**src/hw/rtl/bgre_pkg.sv**
```systemverilog
// Shared constants, types and command/status bundles for the battery gauge core.
`default_nettype none

package bgre_pkg;

    localparam int HISTORY_DEPTH = 24;

    localparam int PCT_W     = 7;
    localparam int ADC_W     = 12;
    localparam int TIME_W    = 32;
    localparam int HOURS_W   = 12;
    localparam int IDX_W     = $clog2(HISTORY_DEPTH);
    localparam int COUNT_W   = $clog2(HISTORY_DEPTH + 1);
    localparam int SUM_W     = $clog2(2 * HISTORY_DEPTH);
    localparam int NUM_W     = $clog2(100 * (HISTORY_DEPTH - 1) + 1);
    localparam int DIV_CNT_W = $clog2(NUM_W);
    localparam int QUO_W     = (NUM_W > HOURS_W) ? NUM_W : HOURS_W;

    localparam int PROD_W    = 22;
    localparam int SCALED_W  = 10;
    localparam int RECIP_W   = 23;
    localparam int RECIP_SH  = 34;

    localparam logic [9:0]          PCT_GAIN   = 10'd550;
    localparam logic [RECIP_W-1:0]  PCT_RECIP  = 23'd4195329;
    localparam logic [SCALED_W-1:0] PCT_OFFSET = 10'd250;
    localparam logic [SCALED_W-1:0] PCT_MAX    = 10'd100;
    localparam logic [PCT_W:0]      HYST_MARGIN = 8'd5;
    localparam logic [QUO_W-1:0]    HOURS_MAX  = QUO_W'(4095);

    localparam logic [1:0] REG_LOW_THRESHOLD = 2'd0;
    localparam logic [1:0] REG_CHECK_INTERVAL = 2'd1;
    localparam logic [1:0] REG_SAMPLE_PERIOD = 2'd2;

    localparam logic [PCT_W-1:0]  RST_LOW_THRESHOLD  = 7'd20;
    localparam logic [TIME_W-1:0] RST_CHECK_INTERVAL = 32'd60000;
    localparam logic [TIME_W-1:0] RST_SAMPLE_PERIOD  = 32'd3600000;

    typedef struct packed {
        logic [PCT_W-1:0]  low_threshold;
        logic [TIME_W-1:0] check_interval_ms;
        logic [TIME_W-1:0] sample_period_ms;
    } cfg_t;

    typedef struct packed {
        logic load_in;
        logic check;
        logic scale;
        logic percent;
        logic record;
        logic read;
        logic setup;
        logic div_step;
        logic load_out;
    } cmd_t;

    typedef struct packed {
        logic check_due;
        logic est_valid;
        logic div_last;
    } status_t;

endpackage

`default_nettype wire

```
**src/hw/rtl/battery_gauge_runtime_estimator_core.sv**
```systemverilog
// Top level of the battery gauge and runtime estimator core.
//
// Input channel s_*: one transaction per timestamped ADC sample (s_now_ms, s_adc_raw).
// A sample is checked only once check_interval_ms has elapsed since the last check;
// otherwise it is dropped in the check step and gives no result.
// A check gives one result transaction on m_*: percent, low warning, whether a history
// sample was stored, and the remaining-hours estimate.
// A check runs through the check, scale, percent, record, read and setup steps, then
// through the estimate divider when an estimate is formed (NUM_W quotient bits,
// one quotient bit per cycle), and ends in the output step. One transaction is in
// flight at a time, so a check occupies the block until its result is loaded into the
// output register; s_ready is high only between transactions.
// A finished result waits in the output register; a new sample is accepted and worked
// on meanwhile, and its result holds in the final step until the receiver takes the
// previous one.
// Reset (aresetn low, synchronous) clears timers, ring pointers, count, warning flag
// and the output valid; registers return to their defaults. The history ring needs no
// clearing: only entries written since reset are read.
// Configuration goes through the APB-style port at byte addresses 0, 4 and 8.
`default_nettype none

module battery_gauge_runtime_estimator_core (
    input  wire logic                         aclk,
    input  wire logic                         aresetn,
    input  wire logic                         psel,
    input  wire logic                         penable,
    input  wire logic                         pwrite,
    input  wire logic [3:0]                   paddr,
    input  wire logic [31:0]                  pwdata,
    output logic      [31:0]                  prdata,
    output logic                              pready,
    input  wire logic                         s_valid,
    output logic                              s_ready,
    input  wire logic [bgre_pkg::TIME_W-1:0]  s_now_ms,
    input  wire logic [bgre_pkg::ADC_W-1:0]   s_adc_raw,
    output logic                              m_valid,
    input  wire logic                         m_ready,
    output logic      [bgre_pkg::PCT_W-1:0]   m_battery_percent,
    output logic                              m_low_warning,
    output logic                              m_sample_recorded,
    output logic                              m_estimate_valid,
    output logic      [bgre_pkg::HOURS_W-1:0] m_estimate_hours
);
    import bgre_pkg::*;

    cfg_t    cfg;
    cmd_t    cmd;
    status_t status;

    bgre_regs u_regs (
        .aclk    (aclk),
        .aresetn (aresetn),
        .psel    (psel),
        .penable (penable),
        .pwrite  (pwrite),
        .paddr   (paddr),
        .pwdata  (pwdata),
        .prdata  (prdata),
        .pready  (pready),
        .cfg     (cfg)
    );

    bgre_ctrl u_ctrl (
        .aclk    (aclk),
        .aresetn (aresetn),
        .s_valid (s_valid),
        .s_ready (s_ready),
        .m_valid (m_valid),
        .m_ready (m_ready),
        .status  (status),
        .cmd     (cmd)
    );

    bgre_dpath u_dpath (
        .aclk              (aclk),
        .aresetn           (aresetn),
        .cfg               (cfg),
        .cmd               (cmd),
        .status            (status),
        .s_now_ms          (s_now_ms),
        .s_adc_raw         (s_adc_raw),
        .m_battery_percent (m_battery_percent),
        .m_low_warning     (m_low_warning),
        .m_sample_recorded (m_sample_recorded),
        .m_estimate_valid  (m_estimate_valid),
        .m_estimate_hours  (m_estimate_hours)
    );

endmodule

`default_nettype wire

```
**src/hw/rtl/bgre_regs.sv**
```systemverilog
// APB-style configuration register file for the battery gauge core.
`default_nettype none

module bgre_regs (
    input  wire logic               aclk,
    input  wire logic               aresetn,
    input  wire logic               psel,
    input  wire logic               penable,
    input  wire logic               pwrite,
    input  wire logic [3:0]         paddr,
    input  wire logic [31:0]        pwdata,
    output logic      [31:0]        prdata,
    output logic                    pready,
    output bgre_pkg::cfg_t          cfg
);
    import bgre_pkg::*;

    cfg_t       cfg_reg;
    cfg_t       cfg_next;
    logic [1:0] reg_sel;
    logic       wr_en;

    assign reg_sel = paddr[3:2];
    assign wr_en   = psel && penable && pwrite;
    assign pready  = 1'b1;
    assign cfg     = cfg_reg;

    always_comb begin
        cfg_next = cfg_reg;
        if (wr_en) begin
            case (reg_sel)
                REG_LOW_THRESHOLD:  cfg_next.low_threshold     = pwdata[PCT_W-1:0];
                REG_CHECK_INTERVAL: cfg_next.check_interval_ms = pwdata;
                REG_SAMPLE_PERIOD:  cfg_next.sample_period_ms  = pwdata;
                default:            cfg_next = cfg_reg;
            endcase
        end
    end

    always_comb begin
        case (reg_sel)
            REG_LOW_THRESHOLD:  prdata = 32'(cfg_reg.low_threshold);
            REG_CHECK_INTERVAL: prdata = cfg_reg.check_interval_ms;
            REG_SAMPLE_PERIOD:  prdata = cfg_reg.sample_period_ms;
            default:            prdata = 32'd0;
        endcase
    end

    always_ff @(posedge aclk) begin
        if (!aresetn) begin
            cfg_reg.low_threshold     <= RST_LOW_THRESHOLD;
            cfg_reg.check_interval_ms <= RST_CHECK_INTERVAL;
            cfg_reg.sample_period_ms  <= RST_SAMPLE_PERIOD;
        end else begin
            cfg_reg <= cfg_next;
        end
    end

endmodule

`default_nettype wire

```
**src/hw/rtl/bgre_ctrl.sv**
```systemverilog
// Sequencing state machine and result handshake for the battery gauge core.
`default_nettype none

module bgre_ctrl (
    input  wire logic              aclk,
    input  wire logic              aresetn,
    input  wire logic              s_valid,
    output logic                   s_ready,
    output logic                   m_valid,
    input  wire logic              m_ready,
    input  wire bgre_pkg::status_t status,
    output bgre_pkg::cmd_t         cmd
);
    import bgre_pkg::*;

    typedef enum logic [8:0] {
        ST_IDLE    = 9'b000000001,
        ST_CHECK   = 9'b000000010,
        ST_SCALE   = 9'b000000100,
        ST_PERCENT = 9'b000001000,
        ST_RECORD  = 9'b000010000,
        ST_READ    = 9'b000100000,
        ST_SETUP   = 9'b001000000,
        ST_DIVIDE  = 9'b010000000,
        ST_OUTPUT  = 9'b100000000
    } state_t;

    state_t state_reg;
    state_t state_next;
    logic   m_valid_reg;
    logic   m_valid_next;
    logic   out_free;

    assign s_ready  = (state_reg == ST_IDLE);
    assign m_valid  = m_valid_reg;
    assign out_free = !m_valid_reg || m_ready;

    always_comb begin
        state_next   = state_reg;
        cmd          = '0;
        m_valid_next = m_valid_reg && !m_ready;
        case (state_reg)
            ST_IDLE: begin
                if (s_valid) begin
                    cmd.load_in = 1'b1;
                    state_next  = ST_CHECK;
                end
            end
            ST_CHECK: begin
                if (status.check_due) begin
                    cmd.check  = 1'b1;
                    state_next = ST_SCALE;
                end else begin
                    state_next = ST_IDLE;
                end
            end
            ST_SCALE: begin
                cmd.scale  = 1'b1;
                state_next = ST_PERCENT;
            end
            ST_PERCENT: begin
                cmd.percent = 1'b1;
                state_next  = ST_RECORD;
            end
            ST_RECORD: begin
                cmd.record = 1'b1;
                state_next = ST_READ;
            end
            ST_READ: begin
                cmd.read   = 1'b1;
                state_next = ST_SETUP;
            end
            ST_SETUP: begin
                cmd.setup  = 1'b1;
                state_next = status.est_valid ? ST_DIVIDE : ST_OUTPUT;
            end
            ST_DIVIDE: begin
                cmd.div_step = 1'b1;
                if (status.div_last) begin
                    state_next = ST_OUTPUT;
                end
            end
            ST_OUTPUT: begin
                if (out_free) begin
                    cmd.load_out = 1'b1;
                    m_valid_next = 1'b1;
                    state_next   = ST_IDLE;
                end
            end
            default: begin
                state_next = ST_IDLE;
            end
        endcase
    end

    always_ff @(posedge aclk) begin
        if (!aresetn) begin
            state_reg   <= ST_IDLE;
            m_valid_reg <= 1'b0;
        end else begin
            state_reg   <= state_next;
            m_valid_reg <= m_valid_next;
        end
    end

endmodule

`default_nettype wire

```
**src/hw/rtl/bgre_dpath.sv**
```systemverilog
// Datapath: timers, percent conversion, history ring, hysteresis and hours divider.
`default_nettype none

module bgre_dpath (
    input  wire logic                        aclk,
    input  wire logic                        aresetn,
    input  wire bgre_pkg::cfg_t              cfg,
    input  wire bgre_pkg::cmd_t              cmd,
    output bgre_pkg::status_t                status,
    input  wire logic [bgre_pkg::TIME_W-1:0] s_now_ms,
    input  wire logic [bgre_pkg::ADC_W-1:0]  s_adc_raw,
    output logic      [bgre_pkg::PCT_W-1:0]  m_battery_percent,
    output logic                             m_low_warning,
    output logic                             m_sample_recorded,
    output logic                             m_estimate_valid,
    output logic      [bgre_pkg::HOURS_W-1:0] m_estimate_hours
);
    import bgre_pkg::*;

    logic [PCT_W-1:0]     hist_mem [HISTORY_DEPTH];

    logic [TIME_W-1:0]    now_reg;
    logic [ADC_W-1:0]     raw_reg;
    logic [TIME_W-1:0]    last_check_reg;
    logic [TIME_W-1:0]    last_sample_reg;
    logic [IDX_W-1:0]     wr_idx_reg;
    logic [IDX_W-1:0]     wr_idx_next;
    logic [COUNT_W-1:0]   count_reg;
    logic                 warn_reg;
    logic                 warn_next;
    logic                 sample_reg;
    logic [PROD_W-1:0]    prod_reg;
    logic [SCALED_W-1:0]  scaled_reg;
    logic [PCT_W-1:0]     pct_reg;
    logic [PCT_W-1:0]     pct_next;
    logic [PCT_W-1:0]     old_rd_reg;
    logic [PCT_W-1:0]     new_rd_reg;
    logic                 est_valid_reg;
    logic [PCT_W-1:0]     den_reg;
    logic [PCT_W-1:0]     rem_reg;
    logic [NUM_W-1:0]     quo_reg;
    logic [DIV_CNT_W-1:0] div_cnt_reg;

    logic [TIME_W-1:0]    check_gap;
    logic [TIME_W-1:0]    sample_gap;
    logic                 sample_due;
    logic [RECIP_W+PROD_W-1:0] scale_prod;
    logic [SCALED_W-1:0]  scaled_diff;
    logic [SUM_W-1:0]     old_sum;
    logic [IDX_W-1:0]     old_idx;
    logic [IDX_W-1:0]     new_idx;
    logic [PCT_W+COUNT_W-1:0] num_full;
    logic [PCT_W:0]       trial;
    logic [QUO_W-1:0]     quo_ext;
    logic [HOURS_W-1:0]   hours_sat;

    assign check_gap  = now_reg - last_check_reg;
    assign sample_gap = now_reg - last_sample_reg;
    assign sample_due = (sample_gap >= cfg.sample_period_ms) || (last_sample_reg == '0);

    assign scale_prod = (RECIP_W+PROD_W)'(prod_reg) * (RECIP_W+PROD_W)'(PCT_RECIP);

    assign scaled_diff = scaled_reg - PCT_OFFSET;
    always_comb begin
        if (scaled_reg <= PCT_OFFSET) begin
            pct_next = '0;
        end else if (scaled_diff > PCT_MAX) begin
            pct_next = PCT_MAX[PCT_W-1:0];
        end else begin
            pct_next = scaled_diff[PCT_W-1:0];
        end
    end

    always_comb begin
        warn_next = warn_reg;
        if ({1'b0, pct_reg} <= {1'b0, cfg.low_threshold}) begin
            warn_next = 1'b1;
        end else if ({1'b0, pct_reg} > ({1'b0, cfg.low_threshold} + HYST_MARGIN)) begin
            warn_next = 1'b0;
        end
    end

    assign wr_idx_next = (wr_idx_reg == IDX_W'(HISTORY_DEPTH - 1)) ? '0 : wr_idx_reg + 1'b1;

    assign old_sum = SUM_W'(wr_idx_reg) + SUM_W'(HISTORY_DEPTH) - SUM_W'(count_reg);
    assign old_idx = (old_sum >= SUM_W'(HISTORY_DEPTH)) ?
                     IDX_W'(old_sum - SUM_W'(HISTORY_DEPTH)) : old_sum[IDX_W-1:0];
    assign new_idx = (wr_idx_reg == '0) ? IDX_W'(HISTORY_DEPTH - 1) : wr_idx_reg - 1'b1;

    assign num_full = (PCT_W+COUNT_W)'(pct_reg) * (PCT_W+COUNT_W)'(count_reg - 1'b1);
    assign trial    = {rem_reg, quo_reg[NUM_W-1]};

    assign quo_ext   = QUO_W'(quo_reg);
    assign hours_sat = (quo_ext > HOURS_MAX) ? HOURS_MAX[HOURS_W-1:0] : quo_ext[HOURS_W-1:0];

    assign status.check_due = (check_gap >= cfg.check_interval_ms);
    assign status.est_valid = (count_reg >= COUNT_W'(2)) && (old_rd_reg > new_rd_reg);
    assign status.div_last  = (div_cnt_reg == DIV_CNT_W'(NUM_W - 1));

    always_ff @(posedge aclk) begin
        if (cmd.record && sample_reg) begin
            hist_mem[wr_idx_reg] <= pct_reg;
        end
        if (cmd.read) begin
            old_rd_reg <= hist_mem[old_idx];
            new_rd_reg <= hist_mem[new_idx];
        end
    end

    always_ff @(posedge aclk) begin
        if (!aresetn) begin
            last_check_reg  <= '0;
            last_sample_reg <= '0;
            wr_idx_reg      <= '0;
            count_reg       <= '0;
            warn_reg        <= 1'b0;
        end else begin
            if (cmd.check) begin
                last_check_reg <= now_reg;
            end
            if (cmd.record) begin
                warn_reg <= warn_next;
                if (sample_reg) begin
                    last_sample_reg <= now_reg;
                    wr_idx_reg      <= wr_idx_next;
                    if (count_reg < COUNT_W'(HISTORY_DEPTH)) begin
                        count_reg <= count_reg + 1'b1;
                    end
                end
            end
        end
    end

    always_ff @(posedge aclk) begin
        if (cmd.load_in) begin
            now_reg <= s_now_ms;
            raw_reg <= s_adc_raw;
        end
        if (cmd.check) begin
            sample_reg <= sample_due;
            prod_reg   <= PROD_W'(raw_reg) * PROD_W'(PCT_GAIN);
        end
        if (cmd.scale) begin
            scaled_reg <= scale_prod[RECIP_SH+SCALED_W-1:RECIP_SH];
        end
        if (cmd.percent) begin
            pct_reg <= pct_next;
        end
        if (cmd.setup) begin
            est_valid_reg <= status.est_valid;
            den_reg       <= old_rd_reg - new_rd_reg;
            rem_reg       <= '0;
            quo_reg       <= NUM_W'(num_full);
            div_cnt_reg   <= '0;
        end
        if (cmd.div_step) begin
            div_cnt_reg <= div_cnt_reg + 1'b1;
            if (trial >= {1'b0, den_reg}) begin
                rem_reg <= PCT_W'(trial - {1'b0, den_reg});
                quo_reg <= {quo_reg[NUM_W-2:0], 1'b1};
            end else begin
                rem_reg <= trial[PCT_W-1:0];
                quo_reg <= {quo_reg[NUM_W-2:0], 1'b0};
            end
        end
        if (cmd.load_out) begin
            m_battery_percent <= pct_reg;
            m_low_warning     <= warn_reg;
            m_sample_recorded <= sample_reg;
            m_estimate_valid  <= est_valid_reg;
            m_estimate_hours  <= est_valid_reg ? hours_sat : '0;
        end
    end

endmodule

`default_nettype wire

```
**config.mk**
```make
export PLATFORM = sky130hd
export DESIGN_NAME = battery_gauge_runtime_estimator_core
export DESIGN_NICKNAME = d
export VERILOG_FILES = /design/src/hw/rtl/bgre_pkg.sv /design/src/hw/rtl/battery_gauge_runtime_estimator_core.sv /design/src/hw/rtl/bgre_regs.sv /design/src/hw/rtl/bgre_ctrl.sv /design/src/hw/rtl/bgre_dpath.sv
export SDC_FILE = /design/constraint.sdc
export NUM_CORES = 1
export LEC_CHECK = 0
export BUFFER_PORTS_ARGS = -buffer_cell sky130_fd_sc_hd__clkbuf_2
export CORE_UTILIZATION = 25
export CTS_CLUSTER_DIAMETER = 120
export DETAILED_ROUTE_END_ITERATION = 6
export MAX_ROUTING_LAYER = met4
export PLACE_DENSITY = 0.47
export SYNTH_ARGS = -nofsm -noshare
export SYNTH_HDL_FRONTEND = slang
export SYNTH_SLANG_ARGS = --single-unit
```
**constraint.sdc**
```tcl
create_clock -name aclk -period 6.75 [get_ports aclk]
set_input_delay 1.35 -clock aclk [delete_from_list [all_inputs] [get_ports aclk]]
set_output_delay 1.35 -clock aclk [all_outputs]
set_load 0.005 [all_outputs]
```
==> reports/results.ini <==
[outcome]
status = complete, no violations

[global_route]
grt_usage_pct = 13.76
antenna_found_initial = 2
grt_max_degree = 84
grt_pass1_wl_um = 124100
grt_pass1_vias = 20590
gr-total-overflow = 0

[worst_setup_path]
reg2reg_from = u_dpath.now_reg[0]
startpoint = u_dpath.now_reg[0]
path_depth = 22
worst-endpoint-arrival_ns = 5.96
r2r_slack_ns = 1.05
cp.buffers_inverters = 4
cp.required_ns = 7.01
criticalPathCategory = reg -> reg
worst_path_max_delay_cell = inv_1
cp_top_family = compound AO/OA/AOI/OAI gates
critPathCaptureType = flop
crit_chain = inv_1 -> ha_1 -> inv_1 -> fa_1 -> a21o_1 -> a21oi_1 -> o21a_1 -> or2_1 -> o32ai_1 -> o41ai_2 -> o21bai_1 -> a21oi_1 -> xnor2_1 -> ha_1 -> nand3_1 -> nor3_1 -> o2111ai_1 -> o211ai_1 -> a211oi_1 -> buf_4 -> nand2b_2 -> inv_1
cpPeakStageDelay_ns = 0.66
crit_end = u_dpath.prod_reg[11]
timing.rr.end = u_dpath.prod_reg[11]
rr_worst_depth = 22
path_max_fanout = 22
crit_path_start_kind = flop
crit_path_frequent_cell = inv_1

[logic_synthesis]
ys.flop_type = edfxtp_1
synth_top_area_cell = edfxtp_1
synth_fp_nets = 3283
synth_area_sq_um = 29590
syn_avg_cell_area_sq_um = 10.53
synth.distinct_cells = 77
ys_seq_elements = 474
synth-edff-count = 318
seq_area_frac_synth_pct = 42.83
synth_common_cells = ha_1, edfxtp_1, nand2_1
synth_most_common_cell = ha_1
synth_area_leaders = edfxtp_1, ha_1, dfxtp_1
yosysTopAreaCellShare_pct = 32.27
yosysWarningCount = 0
synthArstFlopShare_pct = 0
synth_cells = 2811

[pwr]
p_leak_nw = 13.33
vdd_drop_max_uv = 179.6
pwr_density_cell_nw_per_um2 = 223.1

[route]
first_pass_iters = 5
route.detailed.drc = 0
num_vias = 20900
wl_um = 81230
antenna_left = 0
drt_iter0_markers = 1433
routedWlPerCell_um = 17.96
avgViaCountPerCell = 4.619

[die]
die_y_um = 346.0
num_io_pins = 144
fp.coreArea_sq_um = 116800
rows = 125
die_w_um = 346.0
die-area_sq_um = 119700
start_util_pct = 25.33

[clock_tree]
cts_max_level = 2
cts-root-buf = clkbuf_16
cts_buffer_depth = 3
cts_sinks = 474
numCtsBuffers = 59
cts.clk_slew.worst_paths_ns = 0.06
clk_latency_ns = 0.66
ctsHoldBuffers = 0
cts_setup_buffers = 0
cts_tree = done
post_cts_resized = 0

[final_layout]
multi_input_area_sq_um = 15550
drive_gt1_share_pct = 12.01
fin_area_sq_um = 34050
largest_reg_flops = 168
fillerInstances = 12130
area_growth_pct = 15.09
seqCellArea_sq_um = 12670
nNetsFinal = 3423

[sta]
fin_crit_sh_pct = 84.50
setup_viol = 0
finalCriticalPeriod_ns = 5.704
tns_ns = 0
final_hold_viol_count = 0
rsz0062_at_grt = false
relSlewSlack_pct = 20.49
clock.fmax_mhz = 175.3
drv_slew = 0
tightest_slew_ns = 1.193
clock_skew_ns = 0.03257

[placement]
place_congestion = 0.8164
numPortBuffers = 140
placed_area_sq_um = 32110
dpl.hpwl_um = 59730

[run]
drv_cap = 0

[hold_path]
min_path_type = reg -> reg

[cell families (layout without fill, tap and decap cells)]
logic type	Yosys count	in the layout	synth area share (%)
buf+inv	365	552	4.770
flops	474	474	42.83
fa+ha+maj	385	385	17.52
simple gates	751	751	11.77
compound gates	573	573	12.31
mux	138	138	7.125
xor+xnor	124	124	3.670
other cells	1	3	0.01267
[area by class of cell]
| cell class | instances | share of cell area, % |
|---|---|---|
| antenna | 2 | 0.01470 |
| sequential | 474 | 37.21 |
| inverter | 267 | 2.947 |
| clock buffer | 68 | 4.435 |
| multi-input combinational | 1972 | 45.66 |
| timing repair buffer | 177 | 2.881 |
| tap | 1524 | 5.599 |
| clock inverter | 40 | 1.249 |
[through the flow]
step | instances | power [W] | util [%] | worst slack, ns | hold slack [ns]
final | 4524 | 0.007598 | 29.15 | 1.046 | 0.4683
after floorplan | 2811 | 0.004121 | - | 1.732 | 0.4083
after global routing | 4522 | 0.007974 | 29.14 | 0.5912 | 0.4866
after CTS | 4522 | 0.007707 | 29.14 | 0.8648 | 0.4734
after detailed placement | 4414 | 0.004433 | 27.49 | 0.8802 | 0.4621
after global placement | 4414 | 0.004429 | 27.49 | 1.016 | 0.4542
[worst reg2reg max path: stages, from the launching register on]
cell       delay (ns)
edfxtp_1         0.40
inv_1            0.12
ha_1             0.17
inv_1            0.05
fa_1             0.40
a21o_1           0.17
a21oi_1          0.28
o21a_1           0.21
or2_1            0.18
o32ai_1          0.16
o41ai_2          0.46
o21bai_1         0.11
a21oi_1          0.19
xnor2_1          0.09
ha_1             0.30
nand3_1          0.12
nor3_1           0.38
o2111ai_1        0.24
o211ai_1         0.14
a211oi_1         0.14
buf_4            0.18
nand2b_2         0.17
inv_1            0.66
[placed cells by master, fill, tap and decap left out, drive strengths merged, types with 10 or more instances in the layout]
master | synthesis | routed
ha | 336 | 336
edfxtp | 318 | 318
nand2 | 302 | 302
inv | 267 | 269
clkbuf | 81 | 207
a21oi | 204 | 204
dfxtp | 156 | 156
nor2 | 153 | 153
o21ai | 117 | 117
xnor2 | 88 | 88
nand3 | 71 | 71
mux2i | 71 | 71
mux4 | 56 | 56
a21o | 55 | 55
fa | 49 | 49
nor2b | 44 | 44
buf | 17 | 38
xor2 | 36 | 36
and2 | 36 | 36
a22o | 32 | 32
a211oi | 30 | 30
o211ai | 30 | 30
nor3 | 28 | 28
nand2b | 28 | 28
nand4 | 26 | 26
clkinv | 0 | 24
o21a | 21 | 21
and3 | 15 | 15
o21bai | 13 | 13
nor4 | 12 | 12
mux2 | 11 | 11
or3 | 10 | 10
[metal layers]
layer / up-vias / wire length (um) / global-route usage, %
li1: 10380 / - / -
met1: 9971 / 38840 / 18.76
met2: 441 / 36210 / 21.17
met3: 109 / 4491 / 2.229
met4: 0 / 1694 / 3.383
met5: - / 0 / -
[power breakdown]
part,internal [W],switching [W]
Clock,0.00190,0.00133
Sequential,0.00315,0.0000539
Combinational,0.000507,0.000647
[worst min-delay path by stage]
stage	from	to	slack [ns]	depth (start not counted)
5_1_grt	u_dpath.last_sample_reg[1]	u_dpath.last_sample_reg[1]	0.49	2
4_1_cts	u_regs.cfg[6]	u_regs.cfg[6]	0.47	2
6_report	u_dpath.last_check_reg[16]	u_dpath.last_check_reg[16]	0.47	2
3_3_place_gp	u_dpath.last_check_reg[16]	u_dpath.last_check_reg[16]	0.45	2
2_1_floorplan	u_dpath.warn_reg	u_dpath.m_low_warning	0.41	0
3_5_place_dp	u_dpath.last_check_reg[16]	u_dpath.last_check_reg[16]	0.46	2
Note: power is estimated with default switching activity, not from simulation.
